### config.mk
export PLATFORM = sky130hd
export DESIGN_NAME = bfx_front
export DESIGN_NICKNAME = d
export VERILOG_FILES = /design/src/bfx_pkg.sv /design/src/bfx_front.sv
export SDC_FILE = /design/constraint.sdc
export NUM_CORES = 1
export LEC_CHECK = 0
export ABC_AREA = 1
export BUFFER_PORTS_ARGS = -buffer_cell sky130_fd_sc_hd__clkbuf_2
export CAP_MARGIN = 10
export CELL_PAD_IN_SITES_DETAIL_PLACEMENT = 1
export CELL_PAD_IN_SITES_GLOBAL_PLACEMENT = 1
export CORE_ASPECT_RATIO = 0.8
export CORE_MARGIN = 2
export CORE_UTILIZATION = 50
export DETAILED_ROUTE_END_ITERATION = 6
export PLACE_DENSITY_LB_ADDON = 0.1
export SLEW_MARGIN = 20
export SYNTH_ARGS = -nofsm -noshare
export SYNTH_HDL_FRONTEND = slang
export SYNTH_SLANG_ARGS = --single-unit
export TNS_END_PERCENT = 50
### constraint.sdc
create_clock -name i_clk -period 33.4 [get_ports i_clk]
set_clock_uncertainty 0.2 [all_clocks]
set_input_delay 3.34 -clock i_clk [delete_from_list [all_inputs] [get_ports i_clk]]
set_output_delay 3.34 -clock i_clk [all_outputs]
set_load 0.1 [all_outputs]
### src/bfx_pkg.sv
// Shared types and constants of the xorshift-chain Bloom filter.
package bfx_pkg;

    localparam int FILTER_BITS_DEF = 65536;
    localparam int MAX_HASHES_DEF  = 64;

    localparam int KEY_W      = 64;
    localparam int SIZE_W     = 17;
    localparam int HC_W       = 7;
    localparam int CFG_IDX_W  = 8;
    localparam int CFG_DATA_W = 17;

    localparam logic [CFG_IDX_W-1:0] CFG_FILTER_SIZE = 8'd0;
    localparam logic [CFG_IDX_W-1:0] CFG_HASH_COUNT  = 8'd1;

    localparam logic FUNC_INSERT = 1'b0;
    localparam logic FUNC_QUERY  = 1'b1;

    // bit array is stored as rows of ROW_W bits
    localparam int ROW_W     = 64;
    localparam int ROW_SEL_W = $clog2(ROW_W);

    // front/back queue
    localparam int Q_DEPTH = 4;
    localparam int Q_PTR_W = $clog2(Q_DEPTH);

    // remainder unit: MOD_DIGIT_W dividend bits per cycle
    localparam int MOD_DIGIT_W = 8;
    localparam int MOD_STEPS   = KEY_W / MOD_DIGIT_W;
    localparam int MOD_CNT_W   = $clog2(MOD_STEPS);

    // one bit access handed from front to back
    typedef struct packed {
        logic              func;
        logic              last;
        logic              has_pos;
        logic [SIZE_W-1:0] pos;
    } t_entry;

endpackage

### src/bfx_front.sv
// Front end: config registers, item capture, xorshift chain and remainder unit.
module bfx_front #(
    parameter int FILTER_BITS = bfx_pkg::FILTER_BITS_DEF,
    parameter int MAX_HASHES  = bfx_pkg::MAX_HASHES_DEF
) (
    input  logic                           i_clk,
    input  logic                           i_rst_n,
    input  logic                           i_cfg_we,
    input  logic [bfx_pkg::CFG_IDX_W-1:0]  i_cfg_idx,
    input  logic [bfx_pkg::CFG_DATA_W-1:0] i_cfg_data,
    input  logic                           i_accept,
    input  logic                           i_func,
    input  logic [bfx_pkg::KEY_W-1:0]      i_key,
    input  logic                           i_q_full,
    output logic                           o_q_push,
    output bfx_pkg::t_entry                o_q_entry,
    output logic                           o_busy
);

    typedef enum logic [3:0] {
        S_IDLE = 4'b0001,
        S_HASH = 4'b0010,
        S_MOD  = 4'b0100,
        S_PUSH = 4'b1000
    } t_state;

    function automatic logic [63:0] xs64(input logic [63:0] v);
        logic [63:0] a;
        a = v ^ (v << 13);
        a = a ^ (a >> 7);
        a = a ^ (a << 17);
        return a;
    endfunction

    // restoring remainder, one dividend digit (MSB first)
    function automatic logic [bfx_pkg::SIZE_W-1:0] mod_digit(
        input logic [bfx_pkg::SIZE_W-1:0]      rem,
        input logic [bfx_pkg::MOD_DIGIT_W-1:0] dig,
        input logic [bfx_pkg::SIZE_W-1:0]      size
    );
        logic [bfx_pkg::SIZE_W:0]   t;
        logic [bfx_pkg::SIZE_W-1:0] r;
        r = rem;
        for (int b = bfx_pkg::MOD_DIGIT_W - 1; b >= 0; b--) begin
            t = {r, dig[b]};
            if (t >= {1'b0, size}) begin
                t = t - {1'b0, size};
            end
            r = t[bfx_pkg::SIZE_W-1:0];
        end
        return r;
    endfunction

    t_state                          r_state, n_state;
    logic [bfx_pkg::SIZE_W-1:0]      r_fsize;
    logic [bfx_pkg::HC_W-1:0]        r_hcount;
    logic [bfx_pkg::MOD_CNT_W-1:0]   r_dig, n_dig;
    logic [bfx_pkg::HC_W-1:0]        r_left, n_left;

    logic                            r_func, n_func;
    logic                            r_has, n_has;
    logic [bfx_pkg::KEY_W-1:0]       r_h, n_h;
    logic [bfx_pkg::KEY_W-1:0]       r_div, n_div;
    logic [bfx_pkg::SIZE_W-1:0]      r_size, n_size;
    logic [bfx_pkg::SIZE_W-1:0]      r_rem, n_rem;

    logic [bfx_pkg::SIZE_W-1:0]      eff_size;
    logic [bfx_pkg::HC_W-1:0]        eff_count;
    logic [bfx_pkg::KEY_W-1:0]       h_next;
    logic                            last_hash;

    // zero size acts as one, oversize saturates to the array size; the hash count saturates to MAX_HASHES
    always_comb begin
        if (r_fsize == '0) begin
            eff_size = bfx_pkg::SIZE_W'(1);
        end else if (32'(r_fsize) > 32'(FILTER_BITS)) begin
            eff_size = bfx_pkg::SIZE_W'(FILTER_BITS);
        end else begin
            eff_size = r_fsize;
        end
        if (32'(r_hcount) > 32'(MAX_HASHES)) begin
            eff_count = bfx_pkg::HC_W'(MAX_HASHES);
        end else begin
            eff_count = r_hcount;
        end
    end

    assign h_next    = xs64(r_h);
    assign last_hash = (r_left <= bfx_pkg::HC_W'(1));

    always_comb begin
        n_state = r_state;
        n_dig   = r_dig;
        n_left  = r_left;
        n_func  = r_func;
        n_has   = r_has;
        n_h     = r_h;
        n_div   = r_div;
        n_size  = r_size;
        n_rem   = r_rem;
        o_q_push = 1'b0;
        case (r_state)
            S_IDLE: begin
                if (i_accept) begin
                    n_func = i_func;
                    n_h    = i_key;
                    n_size = eff_size;
                    n_left = eff_count;
                    n_has  = (eff_count != '0);
                    n_rem  = '0;
                    n_state = (eff_count == '0) ? S_PUSH : S_HASH;
                end
            end
            S_HASH: begin
                n_h     = h_next;
                n_div   = h_next;
                n_rem   = '0;
                n_dig   = '0;
                n_state = S_MOD;
            end
            S_MOD: begin
                n_rem = mod_digit(r_rem,
                                  r_div[bfx_pkg::KEY_W-1 -: bfx_pkg::MOD_DIGIT_W],
                                  r_size);
                n_div = r_div << bfx_pkg::MOD_DIGIT_W;
                n_dig = r_dig + bfx_pkg::MOD_CNT_W'(1);
                if (r_dig == bfx_pkg::MOD_CNT_W'(bfx_pkg::MOD_STEPS - 1)) begin
                    n_state = S_PUSH;
                end
            end
            S_PUSH: begin
                if (!i_q_full) begin
                    o_q_push = 1'b1;
                    if (last_hash) begin
                        n_state = S_IDLE;
                    end else begin
                        n_left  = r_left - bfx_pkg::HC_W'(1);
                        n_state = S_HASH;
                    end
                end
            end
            default: begin
                n_state = S_IDLE;
            end
        endcase
    end

    always_ff @(posedge i_clk) begin
        if (!i_rst_n) begin
            r_state  <= S_IDLE;
            r_fsize  <= bfx_pkg::SIZE_W'(65536);
            r_hcount <= bfx_pkg::HC_W'(4);
            r_dig    <= '0;
            r_left   <= '0;
        end else begin
            r_state <= n_state;
            r_dig   <= n_dig;
            r_left  <= n_left;
            if (i_cfg_we) begin
                case (i_cfg_idx)
                    bfx_pkg::CFG_FILTER_SIZE: begin
                        r_fsize <= i_cfg_data[bfx_pkg::SIZE_W-1:0];
                    end
                    bfx_pkg::CFG_HASH_COUNT: begin
                        r_hcount <= i_cfg_data[bfx_pkg::HC_W-1:0];
                    end
                    default: begin
                    end
                endcase
            end
        end
    end

    always_ff @(posedge i_clk) begin
        r_func <= n_func;
        r_has  <= n_has;
        r_h    <= n_h;
        r_div  <= n_div;
        r_size <= n_size;
        r_rem  <= n_rem;
    end

    assign o_q_entry.func    = r_func;
    assign o_q_entry.last    = last_hash;
    assign o_q_entry.has_pos = r_has;
    assign o_q_entry.pos     = r_rem;
    assign o_busy            = (r_state != S_IDLE);

endmodule

# After elaboration in Yosys (flattened, before gate mapping)
# Cells that the tools add are included.
op_classes:
  mux: 35
  n_reduce_logical: 16
  n_addsub: 10
  n_eq_ne: 11
  bitwise: 3
  order_cmp: 11
op_table:
  columns: ["operator", "n"]
  rows:
  - ["$mux 17", 17]
  - ["$pmux 64 s2", 2]
  - ["$ge 18x17->1", 8]
  - ["$sub 17x17->17", 8]
  - ["$xor 64x64->64", 2]
  - ["$mux 64", 1]
  - ["$xor 64x57->64", 1]
  - ["$pmux 17 s3", 1]
  - ["$mux 7", 4]
  - ["$gt 17x17->1 const B", 1]
  - ["$logic_not 17->1", 1]
  - ["$mux 4", 4]
  - ["$pmux 4 s4", 1]
  - ["$pmux 7 s2", 1]
  - ["$reduce_and 2->1", 5]
  - ["$eq 8x1->1 const B", 1]
  - ["$logic_not 8->1", 1]
  - ["$ne 2x2->1 const B", 4]
  - ["$gt 7x7->1 const B", 1]
  - ["$le 7x1->1 const B", 1]
  - ["$logic_not 7->1", 1]
  - ["$reduce_bool 7->1", 1]
  - ["$sub 7x1->7 const B", 1]
  - ["$pmux 3 s2", 1]
  - ["other kinds (14)", 17]
totals:
  reg_bits: 202

# Logic depth before layout (Yosys ltp)
depth:
  depth_word: 24
  depth_mapped: 130
  depth_no_buf: 123

# Worst setup path after synthesis
# Ideal clock, no wire load.
synth_path:
  path_kind: "flip-flop to flip-flop"
  startpoint: "register r_rem[7] in the netlist's numbering"
  endpoint: "register r_rem[1] in the netlist's numbering (data pin)"
  arrival_time_ns: 17.475
  stages_incl_launch_ff: 122
  setup_slack_ns: 15.471
  required_time_ns: 32.946
  path_cell_list: "edfxtp_1 -> ha_1 -> nand2_2 -> inv_1 -> nand2_1 -> nand2_1 -> a21oi_2 -> nand2_2 -> nand2_2 -> nand2_4 -> buf_2 -> buf_2 -> o21ai_0 -> inv_1 -> ha_1 -> nand2_1 -> inv_1 -> nand2_1 -> (+86 left out) -> nand3_1 -> nand2_1 -> inv_1 -> ha_1 -> a21oi_1 -> o21bai_1 -> a221o_1 -> nand2_1 -> nand2_1 -> a21oi_1 -> inv_1 -> a21oi_1 -> o211ai_1 -> a21oi_1 -> nand3_2 -> buf_6 -> nor2_1 -> nor2_1"
synth_via:
  elab_chain_cells: 24
  elab_cells_between_ends: 32
  cone_classes: "add/sub: 8; order compare: 8; mux: 16"
synth_rtl:
  columns: ["item", "line_no", "rtl"]
  rows:
  - ["start, declared", "bfx_front.sv:65", "logic [bfx_pkg::SIZE_W-1:0] r_rem, n_rem;"]
  - ["start signal, assigned", "bfx_front.sv:180", "r_rem <= n_rem;"]
  - ["$sub 17x17->17 or $ge 18x17->1 (tied branches)", "bfx_front.sv:47, bfx_front.sv:46", null]
  - ["$mux 17 (*)", "bfx_front.sv:46", "if (t >= {1'b0, size}) begin"]
  - ["$mux 17 (*)", "bfx_front.sv:102", "case (r_state)"]
  - ["$sub 17x17->17 or $ge 18x17->1 (tied branches)", "bfx_front.sv:47, bfx_front.sv:46", null]
  - ["$mux 17 (*)", "bfx_front.sv:46", null]
  - ["$mux 17 (*)", "bfx_front.sv:102", null]
  - ["$sub 17x17->17 or $ge 18x17->1 (tied branches)", "bfx_front.sv:47, bfx_front.sv:46", null]
  - ["$mux 17 (*)", "bfx_front.sv:46", null]
  - ["(+8 left out)", null, null]
  - ["$mux 17 (*)", "bfx_front.sv:46", null]
  - ["$mux 17 (*)", "bfx_front.sv:102", null]
  - ["$ge 18x17->1 or $sub 17x17->17 (tied branches)", "bfx_front.sv:46, bfx_front.sv:47", null]
  - ["$mux 17 (*)", "bfx_front.sv:46", null]
  - ["$mux 17 (*)", "bfx_front.sv:102", null]
  - ["$sub 17x17->17 or $ge 18x17->1 (tied branches)", "bfx_front.sv:47, bfx_front.sv:46", null]
  - ["$mux 17 (*)", "bfx_front.sv:46", null]
  - ["$pmux 17 s3 (*)", "bfx_front.sv:102", null]
# Every way passes the cells marked *; elsewhere a longest branch is shown, timed or not. The select of a mux whose other input is x is not followed.
# A chain may end at the register's enable or synchronous reset.

# Final worst setup path
layout_path:
  startpoint: "register r_size[9] in the netlist's numbering"
  endpoint: "register r_rem[13] in the netlist's numbering (data pin)"
layout_via:
  elab_chain_cells: 24
  elab_cells_between_ends: 32
  cone_classes: "add/sub: 8; order compare: 8; mux: 16"
layout_rtl:
  columns: ["item", "line_no", "rtl"]
  rows:
  - ["start, declared", "bfx_front.sv:64", "logic [bfx_pkg::SIZE_W-1:0] r_size, n_size;"]
  - ["start signal, assigned", "bfx_front.sv:179", "r_size <= n_size;"]
  - ["$sub 17x17->17 or $ge 18x17->1 (tied branches)", "bfx_front.sv:47, bfx_front.sv:46", null]
  - ["$mux 17", "bfx_front.sv:46", null]
  - ["$mux 17", "bfx_front.sv:102", null]
  - ["$sub 17x17->17 or $ge 18x17->1 (tied branches)", "bfx_front.sv:47, bfx_front.sv:46", null]
  - ["$mux 17", "bfx_front.sv:46", null]
  - ["$mux 17", "bfx_front.sv:102", null]
  - ["$sub 17x17->17 or $ge 18x17->1 (tied branches)", "bfx_front.sv:47, bfx_front.sv:46", null]
  - ["$mux 17", "bfx_front.sv:46", null]
  - ["(+8 left out)", null, null]
  - ["$mux 17", "bfx_front.sv:46", null]
  - ["$mux 17", "bfx_front.sv:102", null]
  - ["$ge 18x17->1 or $sub 17x17->17 (tied branches)", "bfx_front.sv:46, bfx_front.sv:47", null]
  - ["$mux 17", "bfx_front.sv:46", null]
  - ["$mux 17", "bfx_front.sv:102", null]
  - ["$sub 17x17->17 or $ge 18x17->1 (tied branches)", "bfx_front.sv:47, bfx_front.sv:46", null]
  - ["$mux 17 (*)", "bfx_front.sv:46", null]
  - ["$pmux 17 s3 (*)", "bfx_front.sv:102", null]
# Marks and branches as above.

==> metrics.txt <==
prevailing post-synth register cell=edfxtp_1; Crit Path Class=reg -> reg; antenna violations before repair=1; cells after synthesis=2457; max_slew headroom=28.0%; Synth top area share=27.4%; Iteration-0 DRC Markers=1010; DR DRC count=0; drt total wl=61500 um; max-cap violations=0; DR pass1 iterations=5; cell at the root of the clock tree=clkbuf_16; commonest non-fill, non-tap cell in the layout=nand2_1; delay-heaviest family, CP=compound AO/OA/AOI/OAI gates; setup_tns=0 ps; Inserted Diodes=0; WP buf/inv=18; RSZ-0062 raised after global routing=false; Most Frequent Cell on Critical Path=nand2_1; Fillers=4656; row count=62; Die Span Y=174 um; Synth Net Count=2702; area delta synth->final=9.38%; R2R Path End=r_rem[13]; fraction of registers with async set/reset=0%; CTS sink cnt=202; Post-CTS Hold Buffers=0; EDFF count, synth=164; reg2reg start=r_size[9]; GR Overflow Total=0; logic depth of the worst path, buffers included=112; vias per inst=5.55; I/O Buffers=116; final estimated routing congestion in global placement=0.946; full die area=0.0375 sq mm; met2 Track Usage GR=57.3%; Critical Path Sink=r_rem[13]; CP max FO=29; period utilization=65.5%; CORE AREA=0.0357 sq mm; via count=16900; Top Ports=117; Req. time, crit path=33460 ps; post-CTS resize count=0; dominant cell type by area after synthesis=edfxtp_1; top cells by area, synth=edfxtp_1 27%, nand2_1 16%, ha_1 9.9%; worst-case clock buffer depth=3; setup violators final=0; routed len/inst=20.2 um; Reg2Reg Depth=112; H-tree depth=1; R2R setup slack=11530 ps; wire length of the first global-routing pass=96800 um; largest net degree at the start of global routing=96; crit path from=r_size[9]; die span in x=216 um; Initial Util=50.5%; HP Class=reg -> reg; CP max stage cell=a21oi_1; status=finished, final reports clean; #FFs+latches synth=202; Clock Pin Slew Worst Setup and Hold Paths=60 ps; most frequent cells in the layout=782 x nand2_1, 276 x inv_1, 183 x o21ai_0; met3 Use GR=3.28%; hpwl dp=48400 um; fin crit period=21870 ps; CP endpoint kind=register; Worst-Margin Slew=1080 ps; vias in the first global route=17600; startpoint types=register; Fmax achieved=45.7 MHz; WP data arrival=21930 ps; Distinct cells, synth=52; Final #Nets=2793; antenna violation net count after detailed routing=0; synth warn=0; met1 usage=41.6%; Worst path max stage delay=840 ps; layout cells sized above 1=8.19%; clock latency on the worst-skew pair=520 ps; sequential fraction of the synthesis area=31.6%; gr busiest metal=met2; Final Hold Viols=0; Slew Viols, Final=0; gr usage total=32.5%; post-CTS setup buffers=0; CTS tree=built; number of buffers created by CTS=22; synthesized area per cell=7.33 sq um; synthesized cell area=0.0180 sq mm
## kinds of logic after synthesis
logic type / share of synthesized area, %
AOI/OAI and AO/OA: 11.8
buffers and inverters: 7.62
and+or+nand+nor: 25.2
DFF: 31.6
adders and majority gates: 10.8
xor gates and xnor gates: 13.0
## state kept, by name, summed over array words and instances (netlist names)
signal,cells
r_div,64
r_h,64
r_fsize,17
r_rem,17
r_size,17
r_hcount,7
r_left,7
r_state,4
r_dig,3
r_func,1
r_has,1
## Yosys cell counts (4+ instances only)
cell type,count
inv_1,278
a21o_1,5
nor4_1,9
fa_1,8
buf_2,13
ha_1,142
inv_2,7
nand4_1,8
o21a_1,9
a21oi_1,144
nand3b_1,8
o21bai_1,9
nand3_1,103
nand2_1,782
buf_4,6
xor2_1,95
a211oi_1,4
o21ai_1,7
o21ai_0,184
nand2_2,10
xnor2_1,173
a31oi_1,9
nor2_1,131
nand2_4,7
o211ai_1,5
o31ai_1,4
clkbuf_1,41
nor3_1,15
nand3_2,6
dfxtp_1,38
edfxtp_1,164
## how the worst min path moves through the flow
| stage | endpoint | cells past startpoint | startpoint | slack [ps] |
|---|---|---|---|---|
| floorplan | r_dig[0] | 1 | r_dig[0] | 230 |
| global placement | r_dig[1] | 2 | r_dig[1] | 250 |
| detailed placement | r_dig[2] | 2 | r_dig[2] | 270 |
| CTS | r_dig[2] | 2 | r_dig[2] | 280 |
| global route | r_dig[2] | 2 | r_dig[2] | 310 |
| finish | r_dig[2] | 2 | r_dig[2] | 280 |
## layer usage
layer | vias up | routed length [um]
met2 | 480 | 29900
li1 | 8214 | -
met5 | - | 14
met1 | 8068 | 26400
met3 | 132 | 3110
met4 | 2 | 2140
## worst register-to-register path, delay by kind of cell, from the launching register on
family	cells	cell delay [ps]
flip-flops	1	370
AND/OR/NAND/NOR	48	6390
buffers and inverters	18	2600
adder cells (fa/ha/maj)	8	2990
AO/OA/AOI/OAI	38	9120
## stage by stage
step	area [sq um]	worst slack (ps)	hold WS, ps	utilization [%]	instances
after CTS	19700	11460	277	55.2	3044
after global routing	19700	9290	306	55.2	3044
after floorplan	18000	15470	233	-	2457
after detailed placement	19000	11540	268	53.3	3004
after global placement	19000	12590	254	53.3	3004
final	19700	11530	277	55.2	3044
## layout make-up
class,count,area (sq um),share of cell area (%)
clock buffers,26,566,2.87
clock inverters,14,105,0.534
inverters,286,1070,5.45
multi-input cells,1906,11000,55.7
flip-flops and latches,202,5690,28.9
well taps,480,601,3.05
repair buffers,130,686,3.48
Power is not shown: default switching activity piles up to over one toggle a cycle in this logic, so the estimate is an artifact.
