[config.mk]
export PLATFORM = sky130hd
export DESIGN_NAME = bfx_fifo
export DESIGN_NICKNAME = d
export VERILOG_FILES = /design/src/bfx_pkg.sv /design/src/bfx_fifo.sv
export SDC_FILE = /design/constraint.sdc
export NUM_CORES = 1
export LEC_CHECK = 0
export BUFFER_PORTS_ARGS = -buffer_cell sky130_fd_sc_hd__buf_2
export CAP_MARGIN = 20
export CORE_MARGIN = 5
export CORE_UTILIZATION = 54
export CTS_BUF_LIST = sky130_fd_sc_hd__clkbuf_8
export CTS_CLUSTER_SIZE = 24
export DETAILED_ROUTE_END_ITERATION = 10
export MAX_ROUTING_LAYER = met4
export PLACE_DENSITY = 0.76
export SLEW_MARGIN = 20
export SYNTH_ARGS = -nofsm -noshare
export SYNTH_HDL_FRONTEND = slang
export SYNTH_SLANG_ARGS = --single-unit
export TNS_END_PERCENT = 5
[constraint.sdc]
create_clock -name i_clk -period 5.3 [get_ports i_clk]
set_input_delay 0.265 -clock i_clk [delete_from_list [all_inputs] [get_ports i_clk]]
set_output_delay 0.265 -clock i_clk [all_outputs]
set_load 0.05 [all_outputs]
[src/bfx_pkg.sv]
// Shared types and constants of the xorshift-chain Bloom filter.
package bfx_pkg;

    localparam int FILTER_BITS_DEF = 65536;
    localparam int MAX_HASHES_DEF  = 64;

    localparam int KEY_W      = 64;
    localparam int SIZE_W     = 17;
    localparam int HC_W       = 7;
    localparam int CFG_IDX_W  = 8;
    localparam int CFG_DATA_W = 17;

    localparam logic [CFG_IDX_W-1:0] CFG_FILTER_SIZE = 8'd0;
    localparam logic [CFG_IDX_W-1:0] CFG_HASH_COUNT  = 8'd1;

    localparam logic FUNC_INSERT = 1'b0;
    localparam logic FUNC_QUERY  = 1'b1;

    // bit array is stored as rows of ROW_W bits
    localparam int ROW_W     = 64;
    localparam int ROW_SEL_W = $clog2(ROW_W);

    // front/back queue
    localparam int Q_DEPTH = 4;
    localparam int Q_PTR_W = $clog2(Q_DEPTH);

    // remainder unit: MOD_DIGIT_W dividend bits per cycle
    localparam int MOD_DIGIT_W = 8;
    localparam int MOD_STEPS   = KEY_W / MOD_DIGIT_W;
    localparam int MOD_CNT_W   = $clog2(MOD_STEPS);

    // one bit access handed from front to back
    typedef struct packed {
        logic              func;
        logic              last;
        logic              has_pos;
        logic [SIZE_W-1:0] pos;
    } t_entry;

endpackage

[src/bfx_fifo.sv]
// Short queue of bit accesses between front and back.
module bfx_fifo (
    input  logic            i_clk,
    input  logic            i_rst_n,
    input  logic            i_push,
    input  bfx_pkg::t_entry i_entry,
    output logic            o_full,
    input  logic            i_pop,
    output bfx_pkg::t_entry o_entry,
    output logic            o_empty
);

    bfx_pkg::t_entry               r_buf [bfx_pkg::Q_DEPTH];
    logic [bfx_pkg::Q_PTR_W-1:0]   r_wptr, r_rptr;
    logic [bfx_pkg::Q_PTR_W:0]     r_cnt;
    logic                          do_push, do_pop;

    assign o_full  = (r_cnt == (bfx_pkg::Q_PTR_W + 1)'(bfx_pkg::Q_DEPTH));
    assign o_empty = (r_cnt == '0);
    assign do_push = i_push && !o_full;
    assign do_pop  = i_pop && !o_empty;
    assign o_entry = r_buf[r_rptr];

    always_ff @(posedge i_clk) begin
        if (!i_rst_n) begin
            r_wptr <= '0;
            r_rptr <= '0;
            r_cnt  <= '0;
        end else begin
            if (do_push) begin
                r_wptr <= r_wptr + bfx_pkg::Q_PTR_W'(1);
            end
            if (do_pop) begin
                r_rptr <= r_rptr + bfx_pkg::Q_PTR_W'(1);
            end
            case ({do_push, do_pop})
                2'b10:   r_cnt <= r_cnt + (bfx_pkg::Q_PTR_W + 1)'(1);
                2'b01:   r_cnt <= r_cnt - (bfx_pkg::Q_PTR_W + 1)'(1);
                default: r_cnt <= r_cnt;
            endcase
        end
    end

    always_ff @(posedge i_clk) begin
        if (do_push) begin
            r_buf[r_wptr] <= i_entry;
        end
    end

endmodule

After elaboration in Yosys (flattened, before gate mapping)
Memories as Yosys holds them, arrays and structs flattened. A register that Yosys moved wholly into a read port is not among the register bits.
Cells that the tools add are included.
{ "totals": {"register_bits": 7, "ramBits": 80, "inputBits": 24, "output_inout_bits": 22, "elab_cells": 22, "memories": 1} }
{ "classes": {"add_sub_neg": 4, "n_eq_ne": 3, "n_mux": 5, "n_reduce_logical": 6} }
{ "memory_table": {"columns": ["name", "depth", "word_bits", "rd", "rd_clocked_by_memory_dff", "wr", "line", "text"], "rows": [
  ["r_buf", 4, 20, 1, 1, 1, "bfx_fifo.sv:13", "bfx_pkg::t_entry r_buf [bfx_pkg::Q_DEPTH];"]
]} }
{ "op_table": {"columns": ["operator", "n"], "rows": [
  ["$pmux 3 s2", 1],
  ["$add 2x1->2 const B", 2],
  ["$mux 2", 2],
  ["$add 3x1->3 const B", 1],
  ["$eq 3x3->1 const B", 1],
  ["$logic_not 3->1", 1],
  ["$sub 3x1->3 const B", 1],
  ["$eq 2x1->1 const B", 1],
  ["$eq 2x2->1 const B", 1],
  ["$logic_and 1x1->1", 2],
  ["$logic_not 1->1", 2],
  ["$mux 1", 2],
  ["$reduce_bool 2->1", 1]
]} }

Longest topological paths before layout
Gate-level depths: netlist of the first run.
{ "logic_depth": {"depth_word": 5, "mapped_depth": 10} }

Least setup slack after synthesis of the first run
No wires, ideal clock.
{ "synth_path": {"kind": "register -> register", "from": "register r_cnt[2] in the netlist's numbering", "to": "register r_cnt[2] in the netlist's numbering", "t_arrival_ns": 2.498, "setup_slack_ns": 2.732, "path_stages_with_launch": 11, "n_path_buf": 1, "period_less_slack_ns": 2.568, "path_cell_list": "dfxtp_1 > nor3b_2 > nor2b_1 > buf_2 > inv_2 > ha_1 > inv_1 > fa_1 > xor2_1 > or3_1 > a21boi_1"} }
{ "synth_via": {"elab_chain_cells": 5, "word_cells_on_any_way": 12} }
{ "synth_rtl": {"columns": ["element", "line", "text"], "rows": [
  ["start, declared", "bfx_fifo.sv:15", "logic [bfx_pkg::Q_PTR_W:0] r_cnt;"],
  ["start signal, assigned", "bfx_fifo.sv:37", "2'b10: r_cnt <= r_cnt + (bfx_pkg::Q_PTR_W + 1)'(1);"],
  ["start signal, assigned", "bfx_fifo.sv:38", "2'b01: r_cnt <= r_cnt - (bfx_pkg::Q_PTR_W + 1)'(1);"],
  ["start signal, assigned", "bfx_fifo.sv:39", "default: r_cnt <= r_cnt;"],
  ["$eq 3x3->1 *", "bfx_fifo.sv:18", "assign o_full = (r_cnt == (bfx_pkg::Q_PTR_W + 1)'(bfx_pkg::Q_DEPTH));"],
  ["via o_full", "bfx_fifo.sv:7", "output logic o_full,"],
  ["$logic_not 1->1 *", "bfx_fifo.sv:20", "assign do_push = i_push && !o_full;"],
  ["$logic_and 1x1->1 *", "bfx_fifo.sv:20", null],
  ["$eq 2x1->1 / $eq 2x2->1 (equally long branches)", "bfx_fifo.sv:36", "case ({do_push, do_pop})"],
  ["$pmux 3 s2 / $reduce_bool 2->1 (equally long branches)", null, null]
]} }
Mark *: on every way through the listed nets, which the timed path passes. The rest lies on a longest branch.
A chain may end at the register's enable or synchronous reset.

==> reports/results.md, run 1 <==
| Item | This run |
| --- | --- |
| Global-route wire length before repair | 8.96 mm |
| Compound-cell area share of the yosys netlist | 1.18% |
| CP Launch Type | register |
| Growth of design area from synthesis to finish | 13.3% |
| Final number of max-transition violations | 0 |
| Setup slack after placement | 3080 ps |
| Setup slack of the worst register-to-register path | 3130 ps |
| Non-Filler Cell Area, Final | 3830 µm² |
| Final setup violation count | 0 |
| WL/cell | 18.9 µm |
| Core area | 5990 µm² |
| Sum of net half-perimeters after detailed placement | 3.74 mm |
| Final Cycle Share | 41.8% |
| Hold buffer count at CTS | 0 |
| GRT overflow | 0 |
| Status | finished, final reports clean |
| Cell count after placement | 273 |
| Antenna diode count | 0 |
| Ys async rst share | 0% |
| Sequential share of the synthesized area | 76.4% |
| Aggregate global-route resource usage | 16.3% |
| Ratio of cells with drive above 1 in the final layout | 38.3% |
| Final core occ | 63.9% |
| Number of sinks handled by clock tree synthesis | 89 |
| Max Fclk | 451 MHz |
| Worst Hold Path Cells | 1 |
| Routability-driven placement congestion ratio | 0.717 |
| Leading cell types in the layout, fill and taps excluded | edfxtp_1, buf_2, mux4_2 |
| Xor-xnor portion of the synthesized cell area | 0.518% |
| Worst hold endpoint | r_buf[1][14]$_DFFE_PP_ |
| Starting utilization of the core area | 56.4% |
| Number of flops mapped to enable cells by yosys | 80 |
| Drt pass-1 iters | 5 |
| Required time at the endpoint of the critical path | 5040 ps |
| Cell at the root of the clock tree | clkbuf_8 |
| Overall die width | 89.1 µm |
| Pin count of the biggest net entering global routing | 21 |
| TritonCTS clock tree | built |
| Post-synthesis instance area | 3380 µm² |
| Cts bufs inserted | 9 |
| Fraction of the mapped netlist area in simple logic gates | 3.63% |
| Biggest area contributors in the synthesized netlist | edfxtp_1, mux4_2, dfxtp_1, ha_1, and2_1 |
| First DRT Iteration DRCs | 103 |
| Clock Skew | 4.88 ps |
| Total number of placement rows | 28 |
| Commonest non-fill, non-tap cell in the layout | edfxtp_1 |
| Final Critical Period | 2220 ps |
| Overall die height | 89.1 µm |
| Worst relative slew slack | 33.9% |
| Count of maximum capacitance violations | 0 |
| Top-area cell type share of the netlist area | 71.1% |
| Type of the tightest min-delay check | in -> reg |
| Maximum vdd ir drop | 352 µV |
| Post-layout power | 1.91 mW |
| Most instantiated flip-flop cell in the synthesis netlist | edfxtp_1 |
| Vias in the first global route | 1,752 |
| #FFs+latches synth | 89 |
| Start of the worst register-to-register path | r_cnt[2]$_SDFFE_PN0P_ |
| Average via count per standard cell | 5.39 |
| Number of buffers inserted by post-CTS setup repair | 0 |
| Via Count | 1,557 |
| H-tree levels | 3 |
| Final net count | 239 |
| Aggregate negative setup slack | 0 ps |
| Slew at the pin closest to its max-slew limit | 992 ps |
| Hold_ws | 133 ps |
| Critical path fanouts, max | 20 |
| Final hold violation count | 0 |
| Worst r2r dst | r_buf[3][10]$_DFFE_PP_ |
| Antenna violations before repair | 0 |
| Worst hold start | i_entry[14] |
| Logic depth of the worst register-to-register path | 3 |
| Latest clock arrival within the worst-skew pair | 340 ps |
| Maximum count of clock buffers along a single path | 2 |
| Post-synthesis mux area share | 13.9% |
| Unrepaired setup endpoints after global routing | false |
| Synth Warn # | 0 |
| Post-route antenna net violation count | 0 |
| Sum of routed wire length over all layers | 5.46 mm |
| Leakage | 1.31 nW |
| Distinct cell type count after synthesis | 22 |
| Register clock-pin slew on the reported worst setup and hold paths | 80 ps |
| Post-CTS sizing | 0 |
| Gate count of the mapped netlist | 158 |
| Combinational family with the most area after synthesis | multiplexers |
| Total nets after synthesis | 188 |
| Avg Synthesized Cell Area | 21.4 µm² |
| DR DRC count | 0 |
| Floorplan die area | 7940 µm² |
| Count of input and output buffers | 45 |
| Adder and majority gate portion of the synthesized area | 2.44% |
| Placed instance area | 3660 µm² |
| Minimum setup slack in the final design | 3080 ps |
| I/O pin count | 46 |
| Non-filler instance count after layout | 289 |
| Most area-hungry cell type in the Yosys netlist | edfxtp_1 |
| Worst setup EP type | primary output |
| Critical Setup Path Class | reg -> out |
| PwrDens | 498 nW/µm² |
| Data arrival time of the worst path | 1950 ps |
logic make-up after synthesis:
| family | after synthesis |
|---|---|
| AOI/OAI and AO/OA | 7 |
| and+or+nand+nor | 20 |
| muxes | 22 |
| xor gates and xnor gates | 2 |
| adders and majority gates | 6 |
| DFF | 89 |
| buffers and inverters | 12 |
cells in the mapped netlist (2+ instances only):
cell	count
inv_1	5
dfxtp_1	9
a21boi_1	2
buf_2	3
nor2b_1	2
o21ai_0	5
or3_1	2
buf_6	2
ha_1	5
mux4_2	20
edfxtp_1	80
and2_1	6
mux2i_1	2
nand2_1	7
critical path: stages, from the launching register on:
cell and delay (ps):
dfxtp_1 940, mux4_2 430, buf_2 230
worst max-delay path by stage:
stage	start	cells after the start	slack (ps)	to
floorplan	r_cnt[2]$_SDFFE_PN0P_	10	2730	r_cnt[2]$_SDFFE_PN0P_
global placement	r_cnt[2]$_SDFFE_PN0P_	3	3210	r_buf[0][19]$_DFFE_PP_
detailed placement	r_cnt[2]$_SDFFE_PN0P_	3	3080	r_buf[0][17]$_DFFE_PP_
CTS	register	2	3030	o_entry[0]
global route	r_cnt[0]$_SDFFE_PN0P_	3	2920	r_buf[2][10]$_DFFE_PP_
finish	register	2	3080	o_entry[9]
state kept, by name, indices dropped and copies added, names as in the netlist, named ones only:
| name | cells |
|---|---|
| r_buf | 80 |
| r_cnt | 3 |
| r_rptr | 2 |
| r_wptr | 2 |
per-layer routing:
metal / up-vias / GRT usage [%] / part of all wire, %
met5: - / - / 0
met4: 0 / 8.12 / 1.5
met3: 9 / 2.95 / 4.6
met2: 31 / 27.0 / 54
met1: 784 / 19.3 / 40
li1: 733 / - / -
report_power, final:
group / internal, mW / leakage (nW) / total [mW] / switching [mW]
Combinational: 0.203 / 0.414 / 0.634 / 0.431
Clock: 0.165 / 0.0892 / 0.383 / 0.218
Sequential: 0.850 / 0.808 / 0.889 / 0.0385
Total: 1.22 / 1.31 / 1.91 / 0.687
final cells by class:
class / count / area, µm²
Clock buffer: 9 / 124
Clock inverter: 7 / 38.8
Fill cell: 402 / 2160
Inverter: 6 / 22.5
Multi-Input combinational cell: 57 / 733
Sequential cell: 89 / 2580
Tap cell: 75 / 93.8
Timing Repair Buffer: 46 / 233
Note: power is estimated with default switching activity, not from simulation.
==> inputs of run 2 (changes only) <==
--- a/config.mk
+++ b/config.mk
@@ -5,15 +5,16 @@
 export SDC_FILE = /design/constraint.sdc
 export NUM_CORES = 1
 export LEC_CHECK = 0
+export ABC_AREA = 1
 export BUFFER_PORTS_ARGS = -buffer_cell sky130_fd_sc_hd__buf_2
 export CAP_MARGIN = 20
 export CORE_MARGIN = 5
-export CORE_UTILIZATION = 54
+export CORE_UTILIZATION = 53
 export CTS_BUF_LIST = sky130_fd_sc_hd__clkbuf_8
 export CTS_CLUSTER_SIZE = 24
 export DETAILED_ROUTE_END_ITERATION = 10
 export MAX_ROUTING_LAYER = met4
-export PLACE_DENSITY = 0.76
+export PLACE_DENSITY = 0.77
 export SLEW_MARGIN = 20
 export SYNTH_ARGS = -nofsm -noshare
 export SYNTH_HDL_FRONTEND = slang
==> constraint.sdc (replaced) <==
create_clock -name i_clk -period 2 [get_ports i_clk]
set_input_delay 0.1 -clock i_clk [delete_from_list [all_inputs] [get_ports i_clk]]
set_output_delay 0.1 -clock i_clk [all_outputs]
set_load 0.05 [all_outputs]
==> run 2 against run 1 <==
Combinational power rose to 3.1 times the previous value. Largest cell class unchanged. Clock-buffer cell count unchanged. Utilization up 1.8 points. Synthesized cell count up 67%. Cell count up 45%. Critical endpoint is now r_cnt[2]$_SDFFE_PN0P_. Clock skew about the same. Sequential share of layout area down 5.6 points. Register-to-register slack worse by 2900 ps. First-iteration DRC count up 21%. Critical path depth up 10. Wire length up 17%.
==> reports/results.md, run 2 <==
| Item | This run | Delta |
| --- | --- | --- |
| Core area | 6350 µm² | +6.0% |
| Clock Skew | 5.05 ps | +0.170 ps |
| Cell count after placement | 383 | +40% |
| Most instantiated flip-flop cell in the synthesis netlist | edfxtp_1 |  |
| Worst relative slew slack | 78.9% | +45 points |
| Starting utilization of the core area | 54.2% | -2.2 points |
| Worst Hold Path Cells | 3 | +2 |
| Average via count per standard cell | 5.14 | -4.6% |
| Leakage | 1.56 nW | +19% |
| Top-area cell type share of the netlist area | 69.8% | -1.2 points |
| Number of buffers inserted by post-CTS setup repair | 0 | unchanged |
| Aggregate global-route resource usage | 16.8% | +0.50 points |
| Post-layout power | 5.25 mW | +180% |
| Most area-hungry cell type in the Yosys netlist | edfxtp_1 |  |
| Ys async rst share | 0% | unchanged |
| Final core occ | 65.7% | +1.8 points |
| Overall die height | 90.6 µm | +1.6% |
| Routability-driven placement congestion ratio | 0.800 | +12% |
| Type of the tightest min-delay check | in -> reg |  |
| Biggest area contributors in the synthesized netlist | edfxtp_1, o21ai_1, nor2_1, dfxtp_1, o22ai_1 |  |
| Data arrival time of the worst path | 2010 ps | +60 ps |
| Avg Synthesized Cell Area | 13.0 µm² | -39% |
| Worst hold start | i_rst_n |  |
| Post-synthesis instance area | 3440 µm² | +1.8% |
| Setup slack of the worst register-to-register path | 230 ps | -2900 ps |
| Startpoint of the most critical setup path | r_cnt[0]$_SDFFE_PN0P_ |  |
| Aggregate negative setup slack | 0 ps | unchanged |
| Antenna violations before repair | 0 | unchanged |
| Registers with the most flip-flops | r_buf (80), r_cnt (3) |  |
| I/O pin count | 46 | unchanged |
| Non-filler instance count after layout | 419 | +45% |
| Growth of design area from synthesis to finish | 21.3% |  |
| TritonCTS clock tree | built |  |
| Post-route antenna net violation count | 0 | unchanged |
| Via Count | 2,154 | +38% |
| PwrDens | 1260 nW/µm² | +150% |
| Commonest non-fill, non-tap cell in the layout | edfxtp_1 |  |
| Drt pass-1 iters | 5 | unchanged |
| Synth Warn # | 0 | unchanged |
| Register clock-pin slew on the reported worst setup and hold paths | 80 ps | about the same |
| Total number of placement rows | 29 | +3.6% |
| Final net count | 367 | +54% |
| Count of maximum capacitance violations | 0 | unchanged |
| Sum of routed wire length over all layers | 6.40 mm | +17% |
| Cts bufs inserted | 9 | unchanged |
| Flip-flop count of the largest register after layout | 80 | unchanged |
| Register containing the most flip-flops in the final layout | r_buf |  |
| Final number of max-transition violations | 0 | unchanged |
| Floorplan die area | 8200 µm² | +3.3% |
| Number of flops mapped to enable cells by yosys | 80 | unchanged |
| DR DRC count | 0 | unchanged |
| Antenna diode count | 0 | unchanged |
| #FFs+latches synth | 89 | unchanged |
| Unrepaired setup endpoints after global routing | false |  |
| Total nets after synthesis | 294 | +56% |
| Number of sinks handled by clock tree synthesis | 89 | unchanged |
| Start of the worst register-to-register path | r_cnt[0]$_SDFFE_PN0P_ |  |
| Pin count of the biggest net entering global routing | 31 | +48% |
| Most frequent cell after synthesis | edfxtp_1 |  |
| Final hold violation count | 0 | unchanged |
| Distinct cell type count after synthesis | 18 | -18% |
| Final Cycle Share | 88.6% |  |
| Worst setup EP type | register |  |
| Max Fclk | 564 MHz |  |
| Worst r2r dst | r_cnt[2]$_SDFFE_PN0P_ |  |
| Worst hold endpoint | r_cnt[2]$_SDFFE_PN0P_ |  |
| Vias in the first global route | 2,188 | +25% |
| Status | finished, final reports clean |  |
| Leading cell types in the layout, fill and taps excluded | edfxtp_1, nor2_1, buf_2 |  |
| Sequential share of the synthesized area | 75.1% | -1.3 points |
| Latest clock arrival within the worst-skew pair | 340 ps | about the same |
| Hold_ws | 38.0 ps | -95.4 ps |
| Count of input and output buffers | 45 | unchanged |
| Sum of net half-perimeters after detailed placement | 3.76 mm | +0.55% |
| Slew at the pin closest to its max-slew limit | 316 ps | -676 ps |
| Overall die width | 90.6 µm | +1.6% |
| Cell at the root of the clock tree | clkbuf_8 |  |
| Fill cell total of the finished layout | 440 | +9.5% |
| H-tree levels | 3 | unchanged |
| Global-route wire length before repair | 10.3 mm | +15% |
| Post-CTS sizing | 0 | unchanged |
| Logic depth of the worst register-to-register path | 12 | +9 |
| Gate count of the mapped netlist | 264 | +67% |
| Critical path fanouts, max | 7 | -65% |
| First DRT Iteration DRCs | 125 | +21% |
| Maximum count of clock buffers along a single path | 2 | unchanged |
| Maximum vdd ir drop | 899 µV | +160% |
| Final setup violation count | 0 | unchanged |
| Ratio of cells with drive above 1 in the final layout | 22.5% | -16 points |
| GRT overflow | 0 | unchanged |
| Post-synth top cells | edfxtp_1, nor2_1, o21ai_1, o22ai_1, inv_1 |  |
| CP Launch Type | register |  |
| Critical Setup Path Class | reg -> reg |  |
| Final Critical Period | 1770 ps |  |
| Required time at the endpoint of the critical path | 2240 ps | -2800 ps |
| WL/cell | 15.3 µm | -19% |
-- run 2: timing repair --
action	4_1_cts	5_1_grt
setup endpoints to repair	0	1
hold endpoints to repair	80	0
hold buffers	20	0
-- run 2: kinds of logic after synthesis --
family	after synthesis	share of synthesized area (%)
DFF	89	75.1
adders and majority gates	6	2.40
AOI/OAI and AO/OA	67	10.5
and+or+nand+nor	70	8.26
buffers and inverters	32	3.78
-- run 2: worst max-delay path, stage by stage (launching register included) --
cell and delay (ps):
dfxtp_1 320, nor2_2 150, nand2_2 110, nand2_4 130, ha_1 180, inv_1 70
fa_1 380, inv_1 60, nand2_1 40, nand3_1 80, nand2_1 50, nand2_1 50
nor2_1 40
-- run 2: per-stage QoR --
step	worst slack, ps	area (µm²)
floorplan	156	3440
global route	18.7	4170
detailed placement	221	3810
CTS	199	4170
global placement	281	3810
finish	227	4170
-- run 2: area by class of cell --
class	instances	area, µm²	share of cell area, %
tap	77	96.3	2.31
clock buffer	9	124	2.97
inverter	20	75.1	1.80
timing repair buffer	74	518	12.4
sequential	89	2580	61.9
multi-input combinational	143	737	17.7
clock inverter	7	40.0	0.960
-- run 2: worst max-delay path by stage --
stage | to | slack, ps | cells past startpoint
after floorplan | r_buf[2][0]$_DFFE_PP_ | 160 | 4
after global placement | r_cnt[2]$_SDFFE_PN0P_ | 280 | 12
after detailed placement | r_cnt[2]$_SDFFE_PN0P_ | 220 | 12
after CTS | r_cnt[2]$_SDFFE_PN0P_ | 200 | 11
after global routing | r_cnt[2]$_SDFFE_PN0P_ | 20 | 11
final | r_cnt[2]$_SDFFE_PN0P_ | 230 | 12
-- run 2: where the power goes --
group / internal, mW / total [mW] / switching [mW] / leakage, nW
clock: 0.437 / 1.01 / 0.575 / 0.0836
sequential: 2.22 / 2.29 / 0.0704 / 0.808
combinational: 0.498 / 1.95 / 1.46 / 0.669
total: 3.15 / 5.25 / 2.10 / 1.56
-- run 2: routing by layer --
| metal | track usage [%] | vias up | part of all wire, % |
|---|---|---|---|
| met5 | - | - | 0 |
| met4 | 7.07 | 0 | 1.8 |
| met3 | 4.33 | 9 | 4.2 |
| met2 | 29.2 | 45 | 55 |
| met1 | 18.2 | 1016 | 39 |
| li1 | - | 1084 | - |
==> inputs of run 3 (changes only) <==
--- a/config.mk
+++ b/config.mk
@@ -8,9 +8,10 @@
 export ABC_AREA = 1
 export BUFFER_PORTS_ARGS = -buffer_cell sky130_fd_sc_hd__buf_2
 export CAP_MARGIN = 20
-export CORE_MARGIN = 5
+export CORE_MARGIN = 3
 export CORE_UTILIZATION = 53
 export CTS_BUF_LIST = sky130_fd_sc_hd__clkbuf_8
+export CTS_CLUSTER_DIAMETER = 200
 export CTS_CLUSTER_SIZE = 24
 export DETAILED_ROUTE_END_ITERATION = 10
 export MAX_ROUTING_LAYER = met4
==> run 3 against run 2 <==
Global-route usage is 1.8 points higher. Clock power is 13% higher. Register-to-register slack hardly changed.
==> reports/results.md, run 3 (same netlist as run 2, synthesis figures left out) <==
| Item | This run | Delta |
| --- | --- | --- |
| Net switching power figure | 2.11 mW | +0.23% |
| Vias in the first global route | 2,178 | -0.46% |
| Global-route wire length before repair | 9.90 mm | -3.8% |
| Drt pass-1 iters | 4 | -1 |
| Overall die width | 86.6 µm | -4.4% |
| Setup slack of the worst register-to-register path | 220 ps | about the same |
| Final hold violation count | 0 | unchanged |
| Global Route met1 Usage | 20.1% | +1.9 points |
| Comb power frac | 36.2% | -1.0 points |
| Sequential power share | 42.6% | -0.9 points |
| Slew at the pin closest to its max-slew limit | 416 ps | +101 ps |
| Sum of routed wire length over all layers | 6.37 mm | -0.45% |
| Critical path fanouts, max | 40 | +33 |
| Global-route met2 utilization | 31.7% | +2.5 points |
| Worst relative slew slack | 72.2% | -6.7 points |
| Antenna violations before repair | 0 | unchanged |
| Routability-driven placement congestion ratio | 0.716 | -10% |
| Start of the worst register-to-register path | r_cnt[1]$_SDFFE_PN0P_ |  |
| Maximum count of clock buffers along a single path | 2 | unchanged |
| I/O pin count | 46 | unchanged |
| Commonest non-fill, non-tap cell in the layout | edfxtp_1 |  |
| Pin count of the biggest net entering global routing | 41 | +32% |
| Growth of design area from synthesis to finish | 21.4% | about the same |
| Fill cell total of the finished layout | 431 | -2.0% |
| Final net count | 366 | -0.27% |
| Final core occ | 68.5% | +2.8 points |
| Post-route antenna net violation count | 0 | unchanged |
| Required time at the endpoint of the critical path | 1900 ps | -340 ps |
| DR DRC count | 0 | unchanged |
| Maximum vdd ir drop | 880 µV | -2.1% |
| Core area | 6100 µm² | -4.0% |
| Cts bufs inserted | 9 | unchanged |
| Final Critical Period | 1830 ps | +54.8 ps |
| Aggregate global-route resource usage | 18.6% | +1.8 points |
| Area taken by flip-flops and latches | 2580 µm² | unchanged |
| Clock Skew | 5.79 ps | +0.743 ps |
| Post-layout power | 5.38 mW | +2.3% |
| H-tree levels | 3 | unchanged |
| Data arrival time of the worst path | 1730 ps | -280 ps |
| Latest clock arrival within the worst-skew pair | 350 ps | about the same |
| TritonCTS clock tree | built |  |
| Worst setup EP type | primary output |  |
| Final number of max-transition violations | 0 | unchanged |
| Flip-flop count of the largest register after layout | 80 | unchanged |
| Ratio of cells with drive above 1 in the final layout | 22.6% | +0.066 points |
| Max Fclk | 547 MHz | -3.0% |
| Worst r2r dst | r_cnt[2]$_SDFFE_PN0P_ |  |
| Cell at the root of the clock tree | clkbuf_8 |  |
| Unrepaired setup endpoints after global routing | false |  |
| Status | finished, final reports clean |  |
| Count of input and output buffers | 45 | unchanged |
| CP Launch Type | register |  |
| Sum of net half-perimeters after detailed placement | 3.78 mm | +0.70% |
| Non-filler instance count after layout | 416 | -0.72% |
| Logic depth of the worst register-to-register path | 12 | unchanged |
| Overall die height | 86.6 µm | -4.4% |
| Footprint of the multi-input gates | 742 µm² | +0.68% |
| GRT overflow | 0 | unchanged |
| Register containing the most flip-flops in the final layout | r_buf |  |
| Leading cell types in the layout, fill and taps excluded | edfxtp_1, nor2_1, buf_2 |  |
| Via Count | 2,210 | +2.6% |
| Count of maximum capacitance violations | 0 | unchanged |
| Registers with the most flip-flops | r_buf (80), r_cnt (3) |  |
| Register clock-pin slew on the reported worst setup and hold paths | 70 ps | about the same |
| Total number of placement rows | 28 | -3.4% |
| Final setup violation count | 0 | unchanged |
| Aggregate negative setup slack | 0 ps | unchanged |
| Switching Fraction | 39.2% | -0.82 points |
| Final Cycle Share | 91.4% | +2.7 points |
| Critical Setup Path Class | reg -> out |  |
| Average via count per standard cell | 5.31 | +3.3% |
| Leakage | 1.56 nW | +0.16% |
| Antenna diode count | 0 | unchanged |
| Cell-internal power | 3.27 mW | +3.7% |
| Worst Hold Path Cells | 3 | unchanged |
| Worst hold endpoint | r_cnt[2]$_SDFFE_PN0P_ |  |
| Floorplan die area | 7490 µm² | -8.6% |
| Worst hold start | i_rst_n |  |
| Type of the tightest min-delay check | in -> reg |  |
| Met3 usage | 3.33% | -1.0 points |
| Number of sinks handled by clock tree synthesis | 89 | unchanged |
| Clock network fraction of total power | 21.2% | +1.9 points |
| WL/cell | 15.3 µm | +0.26% |
| Starting utilization of the core area | 56.4% | +2.3 points |
| Cell count after placement | 380 | -0.78% |
| Global route hottest layer | met2 |  |
| PwrDens | 1290 nW/µm² | +2.2% |
| First DRT Iteration DRCs | 93 | -26% |
run 3: how the worst max path moves through the flow:
stage / start / end / slack [ps] / depth (start not counted)
after floorplan: r_wptr[0]$_SDFFE_PN0P_ / r_buf[2][0]$_DFFE_PP_ / 160 / 4
after global placement: r_cnt[1]$_SDFFE_PN0P_ / r_cnt[2]$_SDFFE_PN0P_ / 280 / 12
after detailed placement: r_cnt[1]$_SDFFE_PN0P_ / r_cnt[2]$_SDFFE_PN0P_ / 240 / 12
after CTS: register / o_entry[8] / 170 / 4
after global routing: r_cnt[1]$_SDFFE_PN0P_ / r_cnt[2]$_SDFFE_PN0P_ / 30 / 12
final: register / o_entry[5] / 170 / 4
run 3: worst max-delay path, cell delays in order, from the launching register on:
cell and delay (ps):
dfxtp_1 350, buf_4 390, o21ai_1 130, o22ai_1 200, buf_2 310
run 3: through the flow:
| step | hold WS, ps | cell area (µm²) | worst slack [ps] |
|---|---|---|---|
| after floorplan | 199 | 3440 | 156 |
| after global placement | 314 | 3790 | 278 |
| after detailed placement | 315 | 3790 | 241 |
| after CTS | 9.56 | 4170 | 174 |
| after global routing | 36.1 | 4180 | 29.1 |
| final | 17.7 | 4180 | 172 |
run 3: cell type report:
class / instances / share of cell area [%]
clock buffers: 9 / 2.97
inverters: 20 / 1.80
clock inverters: 7 / 1.47
repair buffers: 73 / 11.9
multi-input cells: 143 / 17.8
flip-flops and latches: 89 / 61.8
well taps: 75 / 2.25
run 3: layer usage:
metal  part of all wire [%]  wire (µm)  vias to the layer above
li1                       -          -                     1083
met1                     40       2520                     1052
met2                     52       3330                       59
met3                    5.2        328                       16
met4                    2.9        187                        0
met5                      0          0                        -
run 3: repair_timing:
action	CTS	global route
buffers inserted	0	0
resized for setup	0	1
hold buffers	20	0
endpoints found under the setup margin	0	1
endpoints found under the hold margin	80	0
run 3: power by group through the flow:
stage	logic, mW	clock network (mW)	registers, mW
2_1_floorplan	1.46	0	2.32
5_1_grt	2.09	1.22	2.31
6_report	1.95	1.14	2.29
3_3_place_gp	1.88	0	2.32
4_1_cts	1.95	1.16	2.28
3_5_place_dp	1.91	0	2.33
